`config.mk`:
```
export PLATFORM = sky130hd
export DESIGN_NAME = ntc_div
export DESIGN_NICKNAME = d
export VERILOG_FILES = /design/src/rtl/ntc_div.sv
export SDC_FILE = /design/constraint.sdc
export NUM_CORES = 2
export LEC_CHECK = 0
export BUFFER_PORTS_ARGS = -buffer_cell sky130_fd_sc_hd__buf_2
export CAP_MARGIN = 25
export CORE_ASPECT_RATIO = 0.75
export CORE_MARGIN = 5
export CORE_UTILIZATION = 45
export CTS_CLUSTER_SIZE = 8
export DETAILED_ROUTE_END_ITERATION = 16
export SYNTH_ARGS = -nofsm -noshare
export SYNTH_HDL_FRONTEND = slang
export SYNTH_MEMORY_MAX_BITS = 65536
export SYNTH_SLANG_ARGS = --single-unit
```
`constraint.sdc`:
```
create_clock -name i_clk -period 4.1 [get_ports i_clk]
set_input_delay 0.82 -clock i_clk [delete_from_list [all_inputs] [get_ports i_clk]]
set_output_delay 0.82 -clock i_clk [all_outputs]
set_load 0.05 [all_outputs]
```
`src/rtl/ntc_div.sv`:
```
// ----------------------------------------------------------------------------
// NTC pipelined divider
// Restoring divider, one quotient bit per register stage, with sideband.
// ----------------------------------------------------------------------------
`default_nettype none

module ntc_div #(
    parameter int NUM_W = 40,
    parameter int DEN_W = 16,
    parameter int QUO_W = 40,
    parameter int SB_W  = 1
) (
    input  wire logic             i_clk,
    input  wire logic             i_rst_n,
    input  wire logic             i_en,
    input  wire logic             i_valid,
    input  wire logic [NUM_W-1:0] i_num,
    input  wire logic [DEN_W-1:0] i_den,
    input  wire logic [SB_W-1:0]  i_sb,
    output logic                  o_valid,
    output logic [QUO_W-1:0]      o_quo,
    output logic [SB_W-1:0]       o_sb
);

    localparam int WW = (NUM_W > DEN_W + QUO_W) ? NUM_W : DEN_W + QUO_W;

    logic [WW-1:0]    r_rem [QUO_W];
    logic [DEN_W-1:0] r_den [QUO_W];
    logic [QUO_W-1:0] r_quo [QUO_W];
    logic [SB_W-1:0]  r_sb  [QUO_W];
    logic             r_vld [QUO_W];

    for (genvar s = 0; s < QUO_W; s++) begin : g_stage
        localparam int B = QUO_W - 1 - s;

        logic [WW-1:0]    rem_in;
        logic [DEN_W-1:0] den_in;
        logic [QUO_W-1:0] quo_in;
        logic [SB_W-1:0]  sb_in;
        logic             vld_in;
        logic [WW-1:0]    dsh;
        logic             ge;

        if (s == 0) begin : g_first
            assign rem_in = WW'(i_num);
            assign den_in = i_den;
            assign quo_in = '0;
            assign sb_in  = i_sb;
            assign vld_in = i_valid;
        end else begin : g_next
            assign rem_in = r_rem[s-1];
            assign den_in = r_den[s-1];
            assign quo_in = r_quo[s-1];
            assign sb_in  = r_sb[s-1];
            assign vld_in = r_vld[s-1];
        end

        // Trial subtract of the shifted divisor
        assign dsh = WW'(den_in) << B;
        assign ge  = (rem_in >= dsh);

        // Advance one quotient bit
        always_ff @(posedge i_clk) begin
            if (!i_rst_n) begin
                r_vld[s] <= 1'b0;
            end else if (i_en) begin
                r_vld[s] <= vld_in;
            end
        end

        always_ff @(posedge i_clk) begin
            if (i_en) begin
                r_rem[s] <= ge ? rem_in - dsh : rem_in;
                r_den[s] <= den_in;
                r_quo[s] <= ge ? (quo_in | (QUO_W'(1) << B)) : quo_in;
                r_sb[s]  <= sb_in;
            end
        end
    end

    assign o_valid = r_vld[QUO_W-1];
    assign o_quo   = r_quo[QUO_W-1];
    assign o_sb    = r_sb[QUO_W-1];

endmodule

`default_nettype wire

```
==> flow_metrics.py <==
metrics = {
    "routing": {
        "drtIter0Drc": 9401,
        "num_vias": 103000,
        "drc": 0,
        "wl_per_cell_um": 20.9,
        "ant_nets": 0,
        "vias_per_cell": 5.63,
        "first_pass_iters": 6,
        "wl_mm": 385,
    },
    "critical_path": {
        "r2r_cells": 11,
        "critPathSlowestCell": "or4b_2",
        "timing.reg2reg.setup_slack_ns": 0.24,
        "crit_path_end_kind": "flop",
        "cp_num_buf_inv": 2,
        "cp_num_cells": 11,
        "worst-endpoint-arrival_ns": 4.58,
        "critical_path_peak_fanout": 15,
        "required_ns": 4.82,
        "path_cells": "inv_1 -> ha_1 -> or4b_2 -> or4_1 -> nor4_1 -> a21oi_1 -> and3_1 -> and2_1 -> buf_4 -> nor4_1 -> xor2_1",
        "criticalPathCategory": "flop to flop",
        "start_kind": "flop",
        "crit_path_max_incr_delay_ns": 0.60,
        "crit_top_cell": "nor4_1",
        "crit_family": "simple AND/OR/NAND/NOR gates",
    },
    "die": {
        "die_width_um": 717,
        "rows": 194,
        "die_area_sq_um": 387000,
        "core_sq_um": 373000,
        "die_h_um": 540,
        "num_io_pins": 103,
        "initial_core_util_pct": 45.2,
    },
    "global_route": {
        "grt_pass1_wl_mm": 600,
        "antenna_found_initial": 11,
        "gr-usage-all-layers_pct": 19.5,
        "grt_pass1_vias": 102000,
        "grt_start_max_net_pins": 185,
        "grt-ovfl-total": 0,
    },
    "logic_synthesis": {
        "synth_top_area_cell": "edfxtp_1",
        "syn_nets": 13300,
        "yosys_warnings": 0,
        "synth_area_leaders": "edfxtp_1 66%, ha_1 4.6%, xnor2_1 3.1%, xor2_1 3.0%, a21oi_1 1.9%",
        "synth_ff_type": "edfxtp_1",
        "synth.distinct_cells": 101,
        "ys_ff_latch": 3708,
        "synth-seq-area-share_pct": 66.0,
        "yosysTopAreaCellShare_pct": 66.0,
        "synth.most_common_cell": "edfxtp_1",
        "postSynthCellCount": 12600,
        "netlist_area_sq_um": 169000,
        "synth_commonest_cells": "3707 x edfxtp_1, 834 x inv_1, 796 x nor2_1",
        "synth_edf_count": 3707,
        "ys_async_sr_fraction_pct": 0,
        "avgSynthCellArea_sq_um": 13.4,
    },
    "timing": {
        "drv_slew": 0,
        "maxSlewHeadroom_pct": 25.9,
        "fin_crit_ns": 3.86,
        "grt_setup_unrepaired": "no",
        "fin_tns_setup_ns": 0,
        "skew_ns": 0.0316,
        "fin_crit_sh_pct": 94.3,
        "hold_violations": 0,
        "fmax_ghz": 0.259,
        "setup_viol": 0,
        "tightest_slew_ns": 1.11,
    },
    "pwr": {
        "p_seq_share_pct": 44.3,
        "p_comb_share_pct": 23.4,
        "powerDensity_nw_per_um2": 626,
        "p_clk_share_pct": 32.3,
        "swShare_pct": 29.8,
        "worst_ir_drop_vdd_uv": 470,
        "netSwitchingPower_w": 0.0359,
        "p_leak_nw": 69.6,
        "total_power_w": 0.120,
        "p_int_w": 0.0845,
    },
    "clock_network": {
        "clockRootBuffer": "clkbuf_16",
        "cts_sinks": 3708,
        "cts_buffer_depth": 4,
        "clock_latency_ns": 1.01,
        "clk_pin_slew_ns": 0.05,
        "cts-htree-levels": 6,
        "cts_tree": "yes",
        "numCtsBuffers": 535,
    },
    "placed_design": {
        "numPortBuffers": 102,
        "place_congestion": 0.900,
        "dp_hpwl_mm": 277,
        "place_area_sq_um": 177000,
    },
    "layout": {
        "postLayoutCoreUtil_pct": 51.5,
        "fin_area_sq_um": 192000,
        "nets": 14000,
        "drive_gt1_share_pct": 9.30,
        "syn2layout_area_growth_pct": 14.0,
    },
    "min_path": {
        "hold_path_class": "input port to flop",
        "min_delay_path_depth": 3,
    },
    "run": {
        "maxCapViolations": 0,
    },
    "run_status": {
        "outcome": "finished clean",
    },
}
-- power groups by stage --
stage,registers [W],logic (W),clock network (W)
2_1_floorplan,0.0520,0.0205,0
6_report,0.0534,0.0281,0.0389
4_1_cts,0.0534,0.0279,0.0401
5_1_grt,0.0539,0.0312,0.0418
3_5_place_dp,0.0540,0.0277,0
3_3_place_gp,0.0540,0.0270,0
-- metal layers --
layer | share of wire (%) | GRT usage [%]
met3 | 5.5 | 2.86
met4 | 2.3 | 5.00
met2 | 45 | 30.2
met1 | 47 | 28.8
met5 | 0 | 0
-- path summary, 6_finish.rpt --
path | to | start
worst max-delay path | r_rem[20][38] | r_den[4][50]
worst min-delay path | r_rem[0][39] | i_num[39]
worst max register to register | r_rem[20][38] | r_den[4][50]
worst min register to register | r_quo[2][269] | r_quo[2][229]
-- timing repair --
item                                    CTS  global route
hold buffers                             56             0
buffers inserted                          0             1
hold endpoints to repair                 56             0
resized for setup                         0             3
endpoints found under the setup margin    0             6
-- sequential cells by signal, summed over array words and instances (netlist names) --
name	cells
r_vld	40
r_sb	40
r_rem	2184
r_quo	820
r_den	624
-- layout make-up --
class / instances / area (sq um)
Timing Repair Buffer: 441 / 3770
Sequential cell: 3708 / 111000
Inverter: 836 / 3140
Tap cell: 4998 / 6250
Fill cell: 31200 / 181000
Clock inverter: 51 / 682
Antenna cell: 4 / 10.0
Clock buffer: 561 / 13700
Multi-Input combinational cell: 7778 / 53300
-- kinds of logic after synthesis --
family / count (synthesis) / synth area share [%]
multiplexers: 129 / 0.857
adder cells (fa/ha/maj): 664 / 5.10
AO/OA/AOI/OAI: 2106 / 7.89
XOR/XNOR: 1187 / 6.17
flip-flops: 3708 / 66.0
buffers and inverters: 1071 / 2.42
AND/OR/NAND/NOR: 3692 / 11.5
-- worst reg2reg max path: stages, from the launching register on --
cell,delay [ns]
edfxtp_1,0.35
inv_1,0.06
ha_1,0.35
or4b_2,0.60
or4_1,0.46
nor4_1,0.49
a21oi_1,0.19
and3_1,0.19
and2_1,0.25
buf_4,0.23
nor4_1,0.29
xor2_1,0.12
-- through the flow --
step | hold slack, ns | instances | setup slack (ns)
global route | 0.0968 | 18400 | 0.0157
floorplan | 0.400 | 12600 | 0.719
finish | 0.139 | 18400 | 0.236
CTS | 0.0352 | 18400 | 0.104
global placement | 0.400 | 17700 | -0.362
detailed placement | 0.405 | 17700 | 0.106
-- cells in the final DEF, fill, tap and decap left out, types with 138 or more instances in the layout --
| cell | Yosys | final |
|---|---|---|
| nor3_1 | 362 | 359 |
| buf_4 | 6 | 237 |
| ha_1 | 626 | 626 |
| a21o_1 | 220 | 220 |
| nand2b_1 | 138 | 138 |
| nor4_1 | 392 | 392 |
| or4_1 | 151 | 151 |
| nor2_1 | 796 | 794 |
| nand3_1 | 227 | 227 |
| a21oi_1 | 638 | 637 |
| inv_1 | 834 | 834 |
| clkbuf_16 | 0 | 544 |
| nand4_1 | 172 | 172 |
| xor2_1 | 585 | 585 |
| or3_1 | 158 | 158 |
| nand2_1 | 714 | 714 |
| o21ai_0 | 511 | 508 |
| xnor2_1 | 602 | 602 |
| edfxtp_1 | 3707 | 3707 |
Note: power is estimated with default switching activity, not from simulation.
