`config.mk`:
```
export PLATFORM = sky130hd
export DESIGN_NAME = ntc_lookup
export DESIGN_NICKNAME = d
export VERILOG_FILES = /design/src/rtl/ntc_pkg.sv /design/src/rtl/ntc_lookup.sv
export SDC_FILE = /design/constraint.sdc
export NUM_CORES = 1
export LEC_CHECK = 0
export BUFFER_PORTS_ARGS = -buffer_cell sky130_fd_sc_hd__buf_2
export CAP_MARGIN = 20
export CORE_ASPECT_RATIO = 1.1
export CORE_MARGIN = 2
export CORE_UTILIZATION = 57
export DETAILED_ROUTE_END_ITERATION = 12
export PLACE_DENSITY = 0.83
export SYNTH_ARGS = -nofsm -noshare
export SYNTH_HDL_FRONTEND = slang
export SYNTH_SLANG_ARGS = --single-unit
```
`constraint.sdc`:
```
create_clock -name i_clk -period 12.8 [get_ports i_clk]
set_input_delay 1.28 -clock i_clk [delete_from_list [all_inputs] [get_ports i_clk]]
set_output_delay 1.28 -clock i_clk [all_outputs]
set_load 0.02 [all_outputs]
```
`src/rtl/ntc_pkg.sv`:
```
// ----------------------------------------------------------------------------
// NTC thermistor package
// Shared constants, resistance table and codes for the temperature pipeline.
// ----------------------------------------------------------------------------
`default_nettype none

package ntc_pkg;

    // Resistance word, quotient of the resistance divider (1/16 ohm)
    localparam int R_W    = 40;
    // Table entry and neighbor span widths
    localparam int TBL_W  = 20;
    localparam int SPAN_W = 17;
    localparam int TBL_N  = 31;
    localparam int TIDX_W = 5;

    typedef logic [1:0] t_status;

    localparam t_status ST_OK   = 2'd0;
    localparam t_status ST_LOW  = 2'd1;
    localparam t_status ST_HIGH = 2'd2;

    typedef logic [1:0] t_cfg_index;

    localparam t_cfg_index CFG_UNITS  = 2'd0;
    localparam t_cfg_index CFG_VREF   = 2'd1;
    localparam t_cfg_index CFG_SERIES = 2'd2;

    localparam logic [15:0] VREF_RESET   = 16'd2500;
    localparam logic [19:0] SERIES_RESET = 20'd8200;

    // Clamp values in Celsius Q8
    localparam int LOW_CLAMP_Q8  = -2560;
    localparam int HIGH_CLAMP_Q8 = 40960;
    // Fahrenheit offset of 32 degrees in Q8
    localparam int F_OFFSET_Q8   = 8192;

    // NTC resistance in 1/16 ohm, one entry per step starting at 0 C
    localparam logic [TBL_W-1:0] RES_TABLE [0:TBL_N-1] = '{
        20'd522400, 20'd406240, 20'd318400, 20'd251360, 20'd199840, 20'd160000,
        20'd128912, 20'd104496, 20'd85232,  20'd69904,  20'd57648,  20'd47776,
        20'd39808,  20'd33328,  20'd28032,  20'd23696,  20'd20128,  20'd17152,
        20'd14683,  20'd12616,  20'd10880,  20'd9418,   20'd8179,   20'd7126,
        20'd6229,   20'd5467,   20'd4814,   20'd4246,   20'd3757,   20'd3333,
        20'd2965
    };

endpackage

`default_nettype wire

```
`src/rtl/ntc_lookup.sv`:
```
// ----------------------------------------------------------------------------
// NTC table lookup
// Compares the resistance against the table, finds the segment and forms the
// interpolation dividend and span.
// ----------------------------------------------------------------------------
`default_nettype none

module ntc_lookup import ntc_pkg::*; #(
    parameter int CNT     = 31,
    parameter int IDX_W   = 5,
    parameter int S256    = 1280,
    parameter int NUM2_W  = 28
) (
    input  wire logic              i_clk,
    input  wire logic              i_rst_n,
    input  wire logic              i_en,
    input  wire logic              i_valid,
    input  wire logic [R_W-1:0]    i_r,
    input  wire logic              i_open,
    output logic                   o_valid,
    output logic [NUM2_W-1:0]      o_num,
    output logic [SPAN_W-1:0]      o_span,
    output logic [IDX_W-1:0]       o_idx,
    output t_status                o_status
);

    // Stage 1: compare against every entry
    logic             r1_valid;
    logic [CNT-1:0]   r1_gt;
    logic             r1_open;
    logic [TBL_W-1:0] r1_r;

    logic [CNT-1:0] gt;
    for (genvar j = 0; j < CNT; j++) begin : g_cmp
        assign gt[j] = R_W'(RES_TABLE[j]) > i_r;
    end

    always_ff @(posedge i_clk) begin
        if (!i_rst_n) begin
            r1_valid <= 1'b0;
        end else if (i_en) begin
            r1_valid <= i_valid;
        end
    end

    always_ff @(posedge i_clk) begin
        if (i_en) begin
            r1_gt   <= gt;
            r1_open <= i_open;
            r1_r    <= i_r[TBL_W-1:0];
        end
    end

    // Stage 2: first entry at or below the resistance
    logic             r2_valid;
    logic [IDX_W-1:0] r2_idx;
    t_status          r2_status;
    logic [TBL_W-1:0] r2_r;

    logic [IDX_W-1:0] idx;
    t_status          status;

    always_comb begin
        idx = IDX_W'(CNT);
        for (int j = CNT - 1; j >= 0; j--) begin
            if (!r1_gt[j]) begin
                idx = IDX_W'(j);
            end
        end
        if (r1_open || idx == '0) begin
            status = ST_LOW;
        end else if (idx == IDX_W'(CNT)) begin
            status = ST_HIGH;
        end else begin
            status = ST_OK;
        end
    end

    always_ff @(posedge i_clk) begin
        if (!i_rst_n) begin
            r2_valid <= 1'b0;
        end else if (i_en) begin
            r2_valid <= r1_valid;
        end
    end

    always_ff @(posedge i_clk) begin
        if (i_en) begin
            r2_idx    <= idx;
            r2_status <= status;
            r2_r      <= r1_r;
        end
    end

    // Stage 3: offset into segment and rounded dividend
    logic              r3_valid;
    logic [NUM2_W-1:0] r3_num;
    logic [SPAN_W-1:0] r3_span;
    logic [IDX_W-1:0]  r3_idx;
    t_status           r3_status;

    logic [TBL_W-1:0]  lo;
    logic [TBL_W-1:0]  hi;
    logic [TBL_W-1:0]  dfull;
    logic [TBL_W-1:0]  sfull;
    logic [SPAN_W-1:0] span;
    logic [NUM2_W-1:0] num;

    always_comb begin
        lo    = RES_TABLE[TIDX_W'(r2_idx)];
        hi    = RES_TABLE[TIDX_W'(r2_idx - 1'b1)];
        dfull = r2_r - lo;
        sfull = hi - lo;
        if (r2_status == ST_OK) begin
            span = sfull[SPAN_W-1:0];
            num  = NUM2_W'(dfull[SPAN_W-1:0]) * NUM2_W'(S256)
                 + NUM2_W'(sfull[SPAN_W-1:1]);
        end else begin
            span = SPAN_W'(1);
            num  = '0;
        end
    end

    always_ff @(posedge i_clk) begin
        if (!i_rst_n) begin
            r3_valid <= 1'b0;
        end else if (i_en) begin
            r3_valid <= r2_valid;
        end
    end

    always_ff @(posedge i_clk) begin
        if (i_en) begin
            r3_num    <= num;
            r3_span   <= span;
            r3_idx    <= r2_idx;
            r3_status <= r2_status;
        end
    end

    assign o_valid  = r3_valid;
    assign o_num    = r3_num;
    assign o_span   = r3_span;
    assign o_idx    = r3_idx;
    assign o_status = r3_status;

endmodule

`default_nettype wire

```
==> results.md <==
Run status:
- The run finished with clean final reports.

STA:
- The total count of hold-check failures in the final report is 0.
- For this run, the top clock speed supported by timing is 0.131 GHz.
- The fraction of the cycle the final worst path needs is 59.6%.
- The shortest period the worst path allows is 7.63 ns.
- Setup violations remaining at the end of the flow were counted as 0.
- The final hold slack is 0.413 ns.
- The number of max-slew violations in the final report is 0.
- The final total negative setup slack is 0 ns.
- Setup repair after global routing left no endpoint under its margin.
- For the pin with the worst max-slew slack, the measured transition is around 1.1 ns.
- On the final layout, the worst clock skew is 0.00889 ns.
- Measured against its own limit, the worst slew margin works out to 26.3%.

Critical path:
- Among the stages of the critical path, the cell type that occurs most often is ha_1.
- The library cell contributing the largest single delay on the critical path is edfxtp_1.
- The largest fanout on the critical path is 33.
- STA puts the critical path data required time at 12.96 ns.
- The critical path endpoint category is a flip-flop.
- STA classifies the critical path startpoint as a flip-flop.
- Data arrives at the worst endpoint at 7.79 ns.
- The number of cells on the worst reg-to-reg path is 28.
- The stage delay of the slowest cell on the critical path is between 0.6 and 0.7 ns.
- The setup path with the least slack is of type flip-flop to flip-flop.

Hold path:
- The worst hold path passes through 0 cells.
- The path class of the lowest-slack min-delay path is flip-flop to flip-flop.

Synth:
- In the post-synthesis netlist, the biggest area contributors are edfxtp_1 (35%), ha_1 (11%), o21ai_0 (4.5%), nor2_1 (4.0%), a21oi_1 (3.7%).
- Summed over its instances, the top area cell type makes up a little over a third of the synthesized netlist area.
- The most common flop cell mapped by yosys is edfxtp_1.
- The number of synthesized register bits is 120.
- A synthesized cell averages between 8 and 9 um2.
- edfxtp_1 is the most common cell in the netlist.
- The commonest cells after synthesis are edfxtp_1 (117), nor2_1 (108), nand2_1 (96), o21ai_0 (91), ha_1 (89).
- Counting flops with an async set or reset pin after synthesis yields a share of 0%.
- When the netlist entered floorplanning its net count stood at about 1300.
- The largest area contributor in the netlist is edfxtp_1.
- Sequential cells were found to cover 35.3% of the synthesized design area.
- Synthesis produced a netlist whose cell count is 1159.
- The number of synthesized flops with an enable pin is between 100 and 150.
- The number of distinct library cell variants in the gate-level netlist after synthesis is 71.
- For this run, the number of Yosys warnings is 0.
- Summing every instance area after synthesis gives slightly above 0.01 mm2.

Detailed routing:
- The final routed wire length divided by cell count is 18.1 um.
- The total length of routed wires is 26500 um.
- The detailed router finished its first iteration with 921 violations.
- The routed via count divided by cell count is 6.33.
- The residual antenna-violating net count after detailed routing is 0.
- The detailed-routing iteration count for the pre-antenna-repair pass is 6.
- Detailed routing inserted a total of between 9000 and 10000 vias.
- For this run, design rule violations remaining after detail routing come to 0.

Pwr:
- Dividing total power by cell area gives a power density of 180 mW/mm2.
- Summed over all cells, the static leakage comes to ~4.4 nW.
- VDD sags by at most 0.123 mV.

Clock tree:
- The clock tree from TritonCTS is built.
- The master cell of the clock root buffer is clkbuf_16.
- The clock net sink count is 120.
- For the worst-skew pair, the clock arrives at the later sink with an insertion delay of around 0.43 ns.
- In this run, post-CTS repair resized a total of 0 instances.
- The maximum level of the CTS H-tree is 4.
- The buffers inserted during post-CTS setup optimization is 0.
- After clock tree synthesis, the flow added hold-fix buffers numbering 0.
- After clock tree synthesis, the clock-pin slew on the worst setup and hold paths is 0.06 ns.
- No sink is reached through more buffers than the 2 on the longest clock path.
- The number of buffers created by CTS is 17.

Global route:
- The initial antenna violation count is 0.
- The overflow left after global routing is 0.
- In the global route stage, overall resource usage came out at approximately 29%.
- The number of global-route vias before repair is 8518.
- The first global-routing pass estimated roughly 42000 um of wire.
- The largest net degree at the start of global routing is 65.

Die:
- The boundary pin count is about 100.
- The initial cell density of the core is slightly below 60%.
- The die extent in x is 131 um.
- The floorplan has 51 rows.
- In this run the standard cell core region covers between 0.015 and 0.02 mm2.
- The die covers 0.0188 mm2.
- The die boundary height is 144 um.

Final layout:
- Once layout is complete, the utilization of the core stands at 63.9%.
- The final antenna diode count is 0.
- The post-route netlist has 13.1% of its cells at a drive strength greater than 1.
- Relative to the synthesized area, the layout overhead comes to 11.0%.
- Summing all multi-input logic gate instances after layout gives 0.00606 mm2.
- In the final layout, flip-flops and latches occupy approximately 0.0036 mm2.
- The layout has 1449 filler cells.
- The final layout net count is 1354.
- The count of cells in the finished layout, fillers not included, comes to 1467.

Place:
- Routability-driven placement finished with a final weighted congestion of 0.977.
- Buffers placed on the I/O ports in this run total 97.
- Counting tap cells, the placed design contains a total of 1435 instances.
- After legalization and detailed placement, the total HPWL measured 19000 um.

Flow run:
- The max capacitance violation total is 0.
==> layout by cell type (no fill, tap or decap), drive strengths merged, types with 32 or more instances in the layout <==
cell / n
a21oi: 74
a31oi: 32
ha: 89
buf: 107
edfxtp: 117
nand3: 35
nor2: 108
inv: 54
xnor2: 35
nor3: 49
nand2: 96
o21ai: 93
==> per-layer routing <==
layer / wire length (um) / vias up / track usage, %
met2: 12800 / 486 / 48.2
met4: 1060 / 0 / 13.9
met5: 0 / - / 0
met3: 2060 / 98 / 5.77
li1: - / 4426 / -
met1: 10500 / 4282 / 34.7
==> final timing paths <==
| kind | from | end | slack [ns] |
|---|---|---|---|
| max | r2_idx[1] | o_num[25] | 5.17 |
| min reg2reg | r1_r[10] | r2_r[10] | 0.41 |
| max reg2reg | r2_idx[1] | o_num[25] | 5.17 |
| min | r1_r[10] | r2_r[10] | 0.41 |
==> critical path: cells and delay by family (launching register included) <==
family | cells | cell delay (ns)
multiplexers | 1 | 0.23
flip-flops | 1 | 0.67
XOR/XNOR | 1 | 0.16
buffers and inverters | 4 | 1.08
AND/OR/NAND/NOR | 7 | 1.15
AO/OA/AOI/OAI | 9 | 2.00
adder cells (fa/ha/maj) | 6 | 2.00
==> per-stage QoR <==
step,cell area [um2],setup WS [ns],power (mW)
6_report,11200,5.17,2.02
5_1_grt,11200,4.38,2.16
4_1_cts,11200,5.25,2.01
3_5_place_dp,10700,5.28,1.56
3_3_place_gp,10700,5.55,1.53
2_1_floorplan,10100,6.19,1.34
==> kinds of logic (layout without fill, tap and decap cells) <==
group                    count (synthesis)  in the layout  share of synthesized area (%)
AND/OR/NAND/NOR                        428            428                           21.1
buffers and inverters                  121            191                           4.79
flip-flops                             120            120                           35.3
adder cells (fa/ha/maj)                 93             93                           11.8
multiplexers                            11             11                           1.49
AO/OA/AOI/OAI                          334            334                           21.0
XOR/XNOR                                52             52                           4.50
==> registers in the layout, indices dropped and copies added (netlist names) <==
name	count
r2_status	2
r1_gt	31
r1_valid	1
o_status	2
r2_r	17
o_num	28
o_valid	1
r2_idx	5
o_idx	5
r1_r	17
r1_open	1
r2_valid	1
o_span	9
==> power breakdown <==
part	switching, mW	internal (mW)
Sequential	0.0157	0.491
Clock	0.188	0.248
Combinational	0.641	0.438
==> layout make-up <==
type | instances | share of cell area (%)
Clock inverter | 13 | 0.870
Tap cell | 238 | 2.65
Multi-Input combinational cell | 918 | 54.0
Clock buffer | 19 | 3.86
Inverter | 52 | 1.74
Sequential cell | 120 | 31.9
Timing Repair Buffer | 107 | 5.02
(Power assumes the default switching activity.)
