--- config.mk ---
export PLATFORM = sky130hd
export DESIGN_NAME = ntc_units
export DESIGN_NICKNAME = d
export VERILOG_FILES = /design/src/rtl/ntc_pkg.sv /design/src/rtl/ntc_units.sv
export SDC_FILE = /design/constraint.sdc
export NUM_CORES = 1
export LEC_CHECK = 0
export BUFFER_PORTS_ARGS = -buffer_cell sky130_fd_sc_hd__buf_4
export CORE_UTILIZATION = 45
export DETAILED_ROUTE_END_ITERATION = 8
export PLACE_DENSITY = 0.61
export RECOVER_POWER = 25
export SYNTH_ARGS = -nofsm -noshare
export SYNTH_HDL_FRONTEND = slang
export SYNTH_SLANG_ARGS = --single-unit
--- constraint.sdc ---
create_clock -name i_clk -period 5.41 [get_ports i_clk]
set_clock_uncertainty 0.1 [all_clocks]
set_input_delay 0 -clock i_clk [delete_from_list [all_inputs] [get_ports i_clk]]
set_output_delay 0 -clock i_clk [all_outputs]
set_load 0.02 [all_outputs]
--- src/rtl/ntc_pkg.sv ---
// ----------------------------------------------------------------------------
// NTC thermistor package
// Shared constants, resistance table and codes for the temperature pipeline.
// ----------------------------------------------------------------------------
`default_nettype none

package ntc_pkg;

    // Resistance word, quotient of the resistance divider (1/16 ohm)
    localparam int R_W    = 40;
    // Table entry and neighbor span widths
    localparam int TBL_W  = 20;
    localparam int SPAN_W = 17;
    localparam int TBL_N  = 31;
    localparam int TIDX_W = 5;

    typedef logic [1:0] t_status;

    localparam t_status ST_OK   = 2'd0;
    localparam t_status ST_LOW  = 2'd1;
    localparam t_status ST_HIGH = 2'd2;

    typedef logic [1:0] t_cfg_index;

    localparam t_cfg_index CFG_UNITS  = 2'd0;
    localparam t_cfg_index CFG_VREF   = 2'd1;
    localparam t_cfg_index CFG_SERIES = 2'd2;

    localparam logic [15:0] VREF_RESET   = 16'd2500;
    localparam logic [19:0] SERIES_RESET = 20'd8200;

    // Clamp values in Celsius Q8
    localparam int LOW_CLAMP_Q8  = -2560;
    localparam int HIGH_CLAMP_Q8 = 40960;
    // Fahrenheit offset of 32 degrees in Q8
    localparam int F_OFFSET_Q8   = 8192;

    // NTC resistance in 1/16 ohm, one entry per step starting at 0 C
    localparam logic [TBL_W-1:0] RES_TABLE [0:TBL_N-1] = '{
        20'd522400, 20'd406240, 20'd318400, 20'd251360, 20'd199840, 20'd160000,
        20'd128912, 20'd104496, 20'd85232,  20'd69904,  20'd57648,  20'd47776,
        20'd39808,  20'd33328,  20'd28032,  20'd23696,  20'd20128,  20'd17152,
        20'd14683,  20'd12616,  20'd10880,  20'd9418,   20'd8179,   20'd7126,
        20'd6229,   20'd5467,   20'd4814,   20'd4246,   20'd3757,   20'd3333,
        20'd2965
    };

endpackage

`default_nettype wire

--- src/rtl/ntc_units.sv ---
// ----------------------------------------------------------------------------
// NTC unit conversion
// Builds the Celsius Q8 value, converts to Fahrenheit when selected and saturates.
// ----------------------------------------------------------------------------
`default_nettype none

module ntc_units import ntc_pkg::*; #(
    parameter int IDX_W  = 5,
    parameter int FRAC_W = 11,
    parameter int S256   = 1280,
    parameter int CW     = 17
) (
    input  wire logic              i_clk,
    input  wire logic              i_rst_n,
    input  wire logic              i_en,
    input  wire logic              i_units,
    input  wire logic              i_valid,
    input  wire logic [IDX_W-1:0]  i_idx,
    input  wire t_status           i_status,
    input  wire logic [FRAC_W-1:0] i_frac,
    output logic                   o_valid,
    output logic signed [17:0]     o_temperature,
    output t_status                o_status
);

    localparam int MW = CW + 3;
    localparam int K  = MW + 2;
    localparam int TW = MW + 2;
    localparam longint unsigned RECIP = ((64'd1 << K) + 64'd4) / 64'd5;

    // Stage 1: Celsius value
    logic                 r1_valid;
    logic signed [CW-1:0] r1_c;
    t_status              r1_status;

    logic signed [CW-1:0] c;
    always_comb begin
        case (i_status)
            ST_LOW:  c = CW'(LOW_CLAMP_Q8);
            ST_HIGH: c = CW'(HIGH_CLAMP_Q8);
            default: c = $signed(CW'(i_idx) * CW'(S256)) - $signed(CW'(i_frac));
        endcase
    end

    always_ff @(posedge i_clk) begin
        if (!i_rst_n) begin
            r1_valid <= 1'b0;
        end else if (i_en) begin
            r1_valid <= i_valid;
        end
    end

    always_ff @(posedge i_clk) begin
        if (i_en) begin
            r1_c      <= c;
            r1_status <= i_status;
        end
    end

    // Stage 2: magnitude times nine plus rounding bias
    logic                 r2_valid;
    logic [MW-1:0]        r2_m;
    logic                 r2_neg;
    logic signed [CW-1:0] r2_c;
    t_status              r2_status;

    logic [CW-1:0] mag;
    assign mag = r1_c[CW-1] ? CW'(-r1_c) : CW'(r1_c);

    always_ff @(posedge i_clk) begin
        if (!i_rst_n) begin
            r2_valid <= 1'b0;
        end else if (i_en) begin
            r2_valid <= r1_valid;
        end
    end

    always_ff @(posedge i_clk) begin
        if (i_en) begin
            r2_m      <= MW'(mag) * MW'(9) + MW'(2);
            r2_neg    <= r1_c[CW-1];
            r2_c      <= r1_c;
            r2_status <= r1_status;
        end
    end

    // Stage 3: divide by five through the reciprocal
    logic                 r3_valid;
    logic [MW+K-1:0]      r3_prod;
    logic                 r3_neg;
    logic signed [CW-1:0] r3_c;
    t_status              r3_status;

    always_ff @(posedge i_clk) begin
        if (!i_rst_n) begin
            r3_valid <= 1'b0;
        end else if (i_en) begin
            r3_valid <= r2_valid;
        end
    end

    always_ff @(posedge i_clk) begin
        if (i_en) begin
            r3_prod   <= (MW+K)'(r2_m) * (MW+K)'(RECIP);
            r3_neg    <= r2_neg;
            r3_c      <= r2_c;
            r3_status <= r2_status;
        end
    end

    // Stage 4: sign, offset, unit select and saturation
    logic                 r4_valid;
    logic signed [17:0]   r4_temp;
    t_status              r4_status;

    logic [MW-1:0]        q;
    logic signed [TW-1:0] qs;
    logic signed [TW-1:0] t;
    logic signed [17:0]   sat;

    always_comb begin
        q  = r3_prod[MW+K-1:K];
        qs = $signed({2'b00, q});
        if (i_units) begin
            t = (r3_neg ? -qs : qs) + TW'(F_OFFSET_Q8);
        end else begin
            t = TW'(r3_c);
        end
        if (t > TW'(131071)) begin
            sat = 18'sd131071;
        end else if (t < -TW'(131072)) begin
            sat = -18'sd131072;
        end else begin
            sat = t[17:0];
        end
    end

    always_ff @(posedge i_clk) begin
        if (!i_rst_n) begin
            r4_valid <= 1'b0;
        end else if (i_en) begin
            r4_valid <= r3_valid;
        end
    end

    always_ff @(posedge i_clk) begin
        if (i_en) begin
            r4_temp   <= sat;
            r4_status <= r3_status;
        end
    end

    assign o_valid       = r4_valid;
    assign o_temperature = r4_temp;
    assign o_status      = r4_status;

endmodule

`default_nettype wire

==> key figures, run 1 <==
Placed design
  – Detail Placement HPWL: 24500 µm
  – Placed inst area: 15200 µm²
  – Port bufs: 43
  – Gpl congestion: 0.914

Critical path
  – CP required: 5.48 ns
  – Setup crit end kind: register
  – Critical Path Fanout Max: 5
  – CP Launch Type: register
  – Slowest cell on crit path: fa_1
  – Largest stage delay, worst path: 0.56 ns
  – CP most frequent cell: fa_1
  – Worst path top cell family by delay: adder cells
  – Worst Path Buf+Inv: 4
  – CP arrival: 6.00 ns
  – Worst Path Class, Setup: register to register
  – Critical-path cell list: ha_4 > xor2_1 > ha_2 > a21o_1 > ha_1 > inv_1 > fa_1 > fa_1 > inv_2 > fa_1 > inv_2 > fa_1 > inv_2 > ha_4 > a2111oi_4 > a31oi_4 > o211ai_1 > nand2_1 > a311o_1 > a21oi_2 > xnor2_1

Detailed routing
  – Routed wl met3: 643 µm
  – Final antenna-violating net count: 0
  – Initial drt markers: 438
  – Metal-1 WL: 14200 µm
  – Met2 routed WL: 13900 µm
  – Drc violations: 0
  – Vias: 8915
  – DR top layer: met4
  – Routed WL: 29200 µm
  – Drt wl/cell: 16.5 µm
  – TritonRoute pass-1 iters: 4
  – Drt via density: 5.04

Timing
  – Hold_ws: 0.0316 ns
  – Fmax: 168 MHz
  – Rel. slew slack: -86.3%
  – Setup violations, final: 18
  – Sum Neg Setup Slack: -7.35 ns
  – RSZ-0062 raised after global routing: yes
  – Final WS setup: -0.528 ns
  – Ratio of final minimum period to clock period: 110%
  – Minimum clock period: 5.94 ns
  – Actual slew at the worst max-slew pin: 2.79 ns
  – Final hold viol count: 0
  – Fin. max-slew vios: 52

Clocking
  – Sink Count: 118
  – TritonCTS clock tree: yes
  – Worst-path clk slew: 0.06 ns
  – Clk_lat worst skew: 0.42 ns
  – Cts bufs inserted: 17
  – Clock buffer depth: 2
  – Root buffer cell: clkbuf_16
  – H-tree depth: 4

Synth
  – Seq/Total Area, Yosys: 26.9%
  – Syn Inst Count: 1176
  – Count leader, synth: ha_1
  – Seq cells post-synth: 118
  – Post-synth EDFFs: 114
  – Asr flop ratio synth: 0%
  – Post-synth top area share: 26.2%
  – Post-synth net total: 1577
  – Synth area leaders: edfxtp_1 26%, ha_1 24%, fa_1 20%
  – Yosys top cell by area: edfxtp_1
  – Synth warn: 0
  – Syn Area/Cell: 11.1 µm²
  – Top cells by count, synth: 247 x ha_1, 217 x inv_1, 131 x fa_1, 114 x edfxtp_1, 52 x nand2_1
  – Library cells used by synthesis: 63
  – Ys flop type: edfxtp_1
  – Syn Std Cell Area: 13000 µm²

Global routing
  – Largest net degree at the start of global routing: 69
  – Initial antenna violation count: 0
  – First-pass GRT wire length: 46900 µm
  – Vias in the first global route: 9096
  – Overflow after GRT: 0
  – GRT Total Usage: 21.0%

Final layout
  – Fillcell total: 2330
  – Area of the multi-input gates: 9380 µm²
  – Area Growth Syn to Fin: 24.7%
  – ANT cells: 0
  – Nets@finish: 1779
  – FF/Latch Area: 3500 µm²
  – Utilization after layout: 57.8%
  – Layout cells sized above 1: 22.6%
  – Final Instance Area: 16300 µm²

Die
  – Die width: 172 µm
  – Io pins: 44
  – Die area: 29700 µm²
  – Rows: 61
  – Die Height: 172 µm
  – Core area: 28200 µm²
  – Initial Util: 46.3%

Min path
  – HP Class: primary input to register

Outcome
  – Violated checks: max-capacitance violations, max-slew violations, negative setup slack
  – Status: finished, violations left

Flow run
  – Max-cap check violation count: 1
cell type report:
class                      count  area share, %
clock inverter                15          0.938
inverter                     217           5.01
multi-input combinational    830           57.7
tap                          378           2.91
timing repair buffer         194           9.34
clock buffer                  17           2.61
sequential                   118           21.5
layout by cell type, fill, tap and decap left out, types with 19 or more instances in the layout:
cell type and count:
inv_1 210, ha_1 200, buf_4 169, fa_1 127, edfxtp_1 114, nand2_1 52
xnor2_1 49, o21ai_0 46, a21oi_1 40, xor2_1 38, ha_4 37, nor2_1 32
dlygate4sd3_1 19
worst paths after layout:
check | from | end | slack (ns) | cells after the start
setup reg to reg | r2_m[9] | r3_prod[30] | -0.53 | 21
hold / removal | i_idx[0] | r1_c[8] | 0.03 | 4
hold reg to reg | r1_status[1] | r2_status[1] | 0.32 | 0
setup / recovery | r2_m[9] | r3_prod[30] | -0.53 | 21
state kept, by name, indices dropped and copies added, names as in the netlist:
name and cells:
r3_status 2, o_status 2, r3_valid 1, o_temperature 18
r1_c 17, r3_prod 18, r1_valid 1, r2_valid 1
r2_c 15, r2_m 20, r3_neg 1, o_valid 1
r2_neg 1, r1_status 2, r3_c 16, r2_status 2
stage by stage:
step	std cells	setup slack [ns]
after detailed placement	1700	-0.578
after global routing	1769	-0.722
final	1769	-0.528
after CTS	1763	-0.446
after floorplan	1176	-0.103
after global placement	1700	-0.512
tightest hold or removal path, stage by stage:
cell and delay, ns:
buf_4 0.09, ha_1 0.17, xnor2_1 0.08, nor2_1 0.09
metal layers:
| metal | GRT usage, % | up-vias |
|---|---|---|
| met5 | 0 | - |
| met4 | 4.73 | 0 |
| li1 | - | 4419 |
| met2 | 34.7 | 103 |
| met3 | 2.59 | 22 |
| met1 | 29.3 | 4371 |
cell families after synthesis:
group,count (synthesis),synth area share [%]
simple gates,187,7.59
xor+xnor,92,6.18
flops,118,26.9
buf+inv,228,6.83
compound gates,166,8.23
fa+ha+maj,378,43.8
mux,7,0.537
repair_timing:
item / in CTS / in global routing
buffers inserted: 12 / 6
pin swaps: 17 / 12
endpoints found under the hold margin: 22 / 0
endpoints found under the setup margin: 18 / 18
hold buffers: 19 / 0
gates resized for setup: 16 / 21
Power of run 1 is not shown: default switching activity piles up to over one toggle a cycle in this logic, so the estimate is an artifact.
==> inputs of run 2 (changes only) <==
--- a/config.mk
+++ b/config.mk
@@ -10,3 +10,3 @@
 export DETAILED_ROUTE_END_ITERATION = 8
-export PLACE_DENSITY = 0.61
+export PLACE_DENSITY = 0.59
 export RECOVER_POWER = 25
==> constraint.sdc (replaced) <==
create_clock -name i_clk -period 6.4 [get_ports i_clk]
set_clock_uncertainty 0.1 [all_clocks]
set_input_delay 1.28 -clock i_clk [delete_from_list [all_inputs] [get_ports i_clk]]
set_output_delay 1.28 -clock i_clk [all_outputs]
set_load 0.02 [all_outputs]
==> key figures, run 2 (synthesized netlist as in run 1, its figures left out) <==
Outcome
  – Status: finished, violations left
  – Violated checks: max-capacitance violations, max-slew violations

Critical path
  – Critical-path cell list: ha_1 > xor2_1 > ha_1 > or2_2 > fa_1 > fa_1 > fa_1 > fa_1 > ha_1 > ha_1 > and4_1 > and4_1 > o211a_1 > o211ai_1 > nand2_1 > a311o_1 > a21oi_2 > xnor2_1
  – Setup crit end kind: register
  – Setup slack, reg-to-reg: 0.14 ns
  – Critical Path Fanout Max: 5
  – Worst Path Class, Setup: register to register
  – CP arrival: 6.31 ns
  – Slowest cell on crit path: edfxtp_1
  – Largest stage delay, worst path: 0.54 ns
  – Worst Path Buf+Inv: 0
  – Worst path top cell family by delay: adder cells
  – CP Launch Type: register
  – CP required: 6.46 ns

Flow run
  – Max-cap check violation count: 1

Final layout
  – Max FFs per register: 20
  – Nets@finish: 1688
  – ANT cells: 0
  – Most common cell after layout, fill and taps aside: ha_1
  – Most frequent cells in the layout: 234 x ha_1, 217 x inv_1, 131 x fa_1
  – Area Growth Syn to Fin: 14.8%
  – Layout cells sized above 1: 13.2%
  – Fillcell total: 2484
  – Most flop-heavy register: r2_m

Global routing
  – GRT Total Usage: 20.1%
  – First-pass GRT wire length: 44700 µm
  – Overflow after GRT: 0
  – Initial antenna violation count: 0
  – Vias in the first global route: 8603
  – Largest net degree at the start of global routing: 69

Detailed routing
  – Drc violations: 0
  – Drt via density: 5.11
  – Vias: 8573
  – Routed WL: 28100 µm
  – Initial drt markers: 373
  – Final antenna-violating net count: 0
  – TritonRoute pass-1 iters: 5
  – Drt wl/cell: 16.8 µm

Clocking
  – Worst-path clk slew: 0.06 ns
  – Clk_lat worst skew: 0.42 ns
  – H-tree depth: 4
  – Cts bufs inserted: 17
  – Sink Count: 118
  – Clock buffer depth: 2
  – Root buffer cell: clkbuf_16
  – TritonCTS clock tree: yes

Timing
  – Hold_ws: 0.316 ns
  – Fmax: 160 MHz
  – Minimum clock period: 6.26 ns
  – Actual slew at the worst max-slew pin: 3.60 ns
  – Fin. max-slew vios: 69
  – Setup violations, final: 0
  – Final hold viol count: 0
  – Rel. slew slack: -140%
  – Ratio of final minimum period to clock period: 97.8%

Min path
  – HP Class: register to register

Die
  – Initial Util: 46.3%
  – Rows: 61
  – Die width: 172 µm
  – Die Height: 172 µm
  – Io pins: 44
  – Core area: 28200 µm²
  – Die area: 29700 µm²

Placed design
  – Detail Placement HPWL: 23800 µm
  – Port bufs: 43
  – Gpl congestion: 0.900
[run 2: cell types whose count changed in the layout (fill, tap and decap cells not counted), moves of 5 or more]
cell / change
ha_2: -6
inv_2: -7
a21oi_1: +5
inv_1: +7
ha_4: -28
dlygate4sd3_1: -19
ha_1: +34
buf_4: -69
[run 2: final timing paths]
path	from	endpoint	cells past startpoint
worst max-delay path	r2_m[2]	r3_prod[30]	18
worst min register to register	r3_status[0]	o_status[0]	0
worst min-delay path	r3_status[0]	o_status[0]	0
worst max register to register	r2_m[2]	r3_prod[30]	18
[run 2: repair_timing]
item,4_1_cts,5_1_grt
setup endpoints to repair,7,11
hold buffers,0,0
cloned,0,0
resized for setup,2,29
setup buffers,2,8
pin swaps,0,6
endpoints found under the hold margin,0,0
[run 2: metal layers]
layer,vias up,track usage [%],wire (µm)
met5,-,0,0
met3,23,2.95,813
li1,4231,-,-
met1,4211,27.5,13400
met2,108,33.7,13500
met4,0,4.46,387
[run 2: stage by stage]
stage / area (µm²) / instances / worst slack (ns) / TNS (ns) / utilization (%)
after floorplan: 13000 / 1176 / 0.405 / 0 / -
after global placement: 14100 / 1636 / -0.0463 / -0.0921 / 50.2
after detailed placement: 14100 / 1636 / -0.0810 / -0.274 / 50.2
after CTS: 14700 / 1669 / 0.0204 / 0 / 52.4
after global routing: 15000 / 1677 / -0.0149 / -0.0243 / 53.2
final: 15000 / 1677 / 0.141 / 0 / 53.2
[run 2: area by class of cell]
class / instances / area, µm² / area share (%)
inverter: 217 / 815 / 5.44
clock inverter: 13 / 156 / 1.04
timing repair buffer: 103 / 769 / 5.14
tap: 378 / 473 / 3.16
clock buffer: 18 / 429 / 2.87
multi-input combinational: 830 / 8830 / 59.0
sequential: 118 / 3500 / 23.4
Power of run 2 is left out for the same reason.
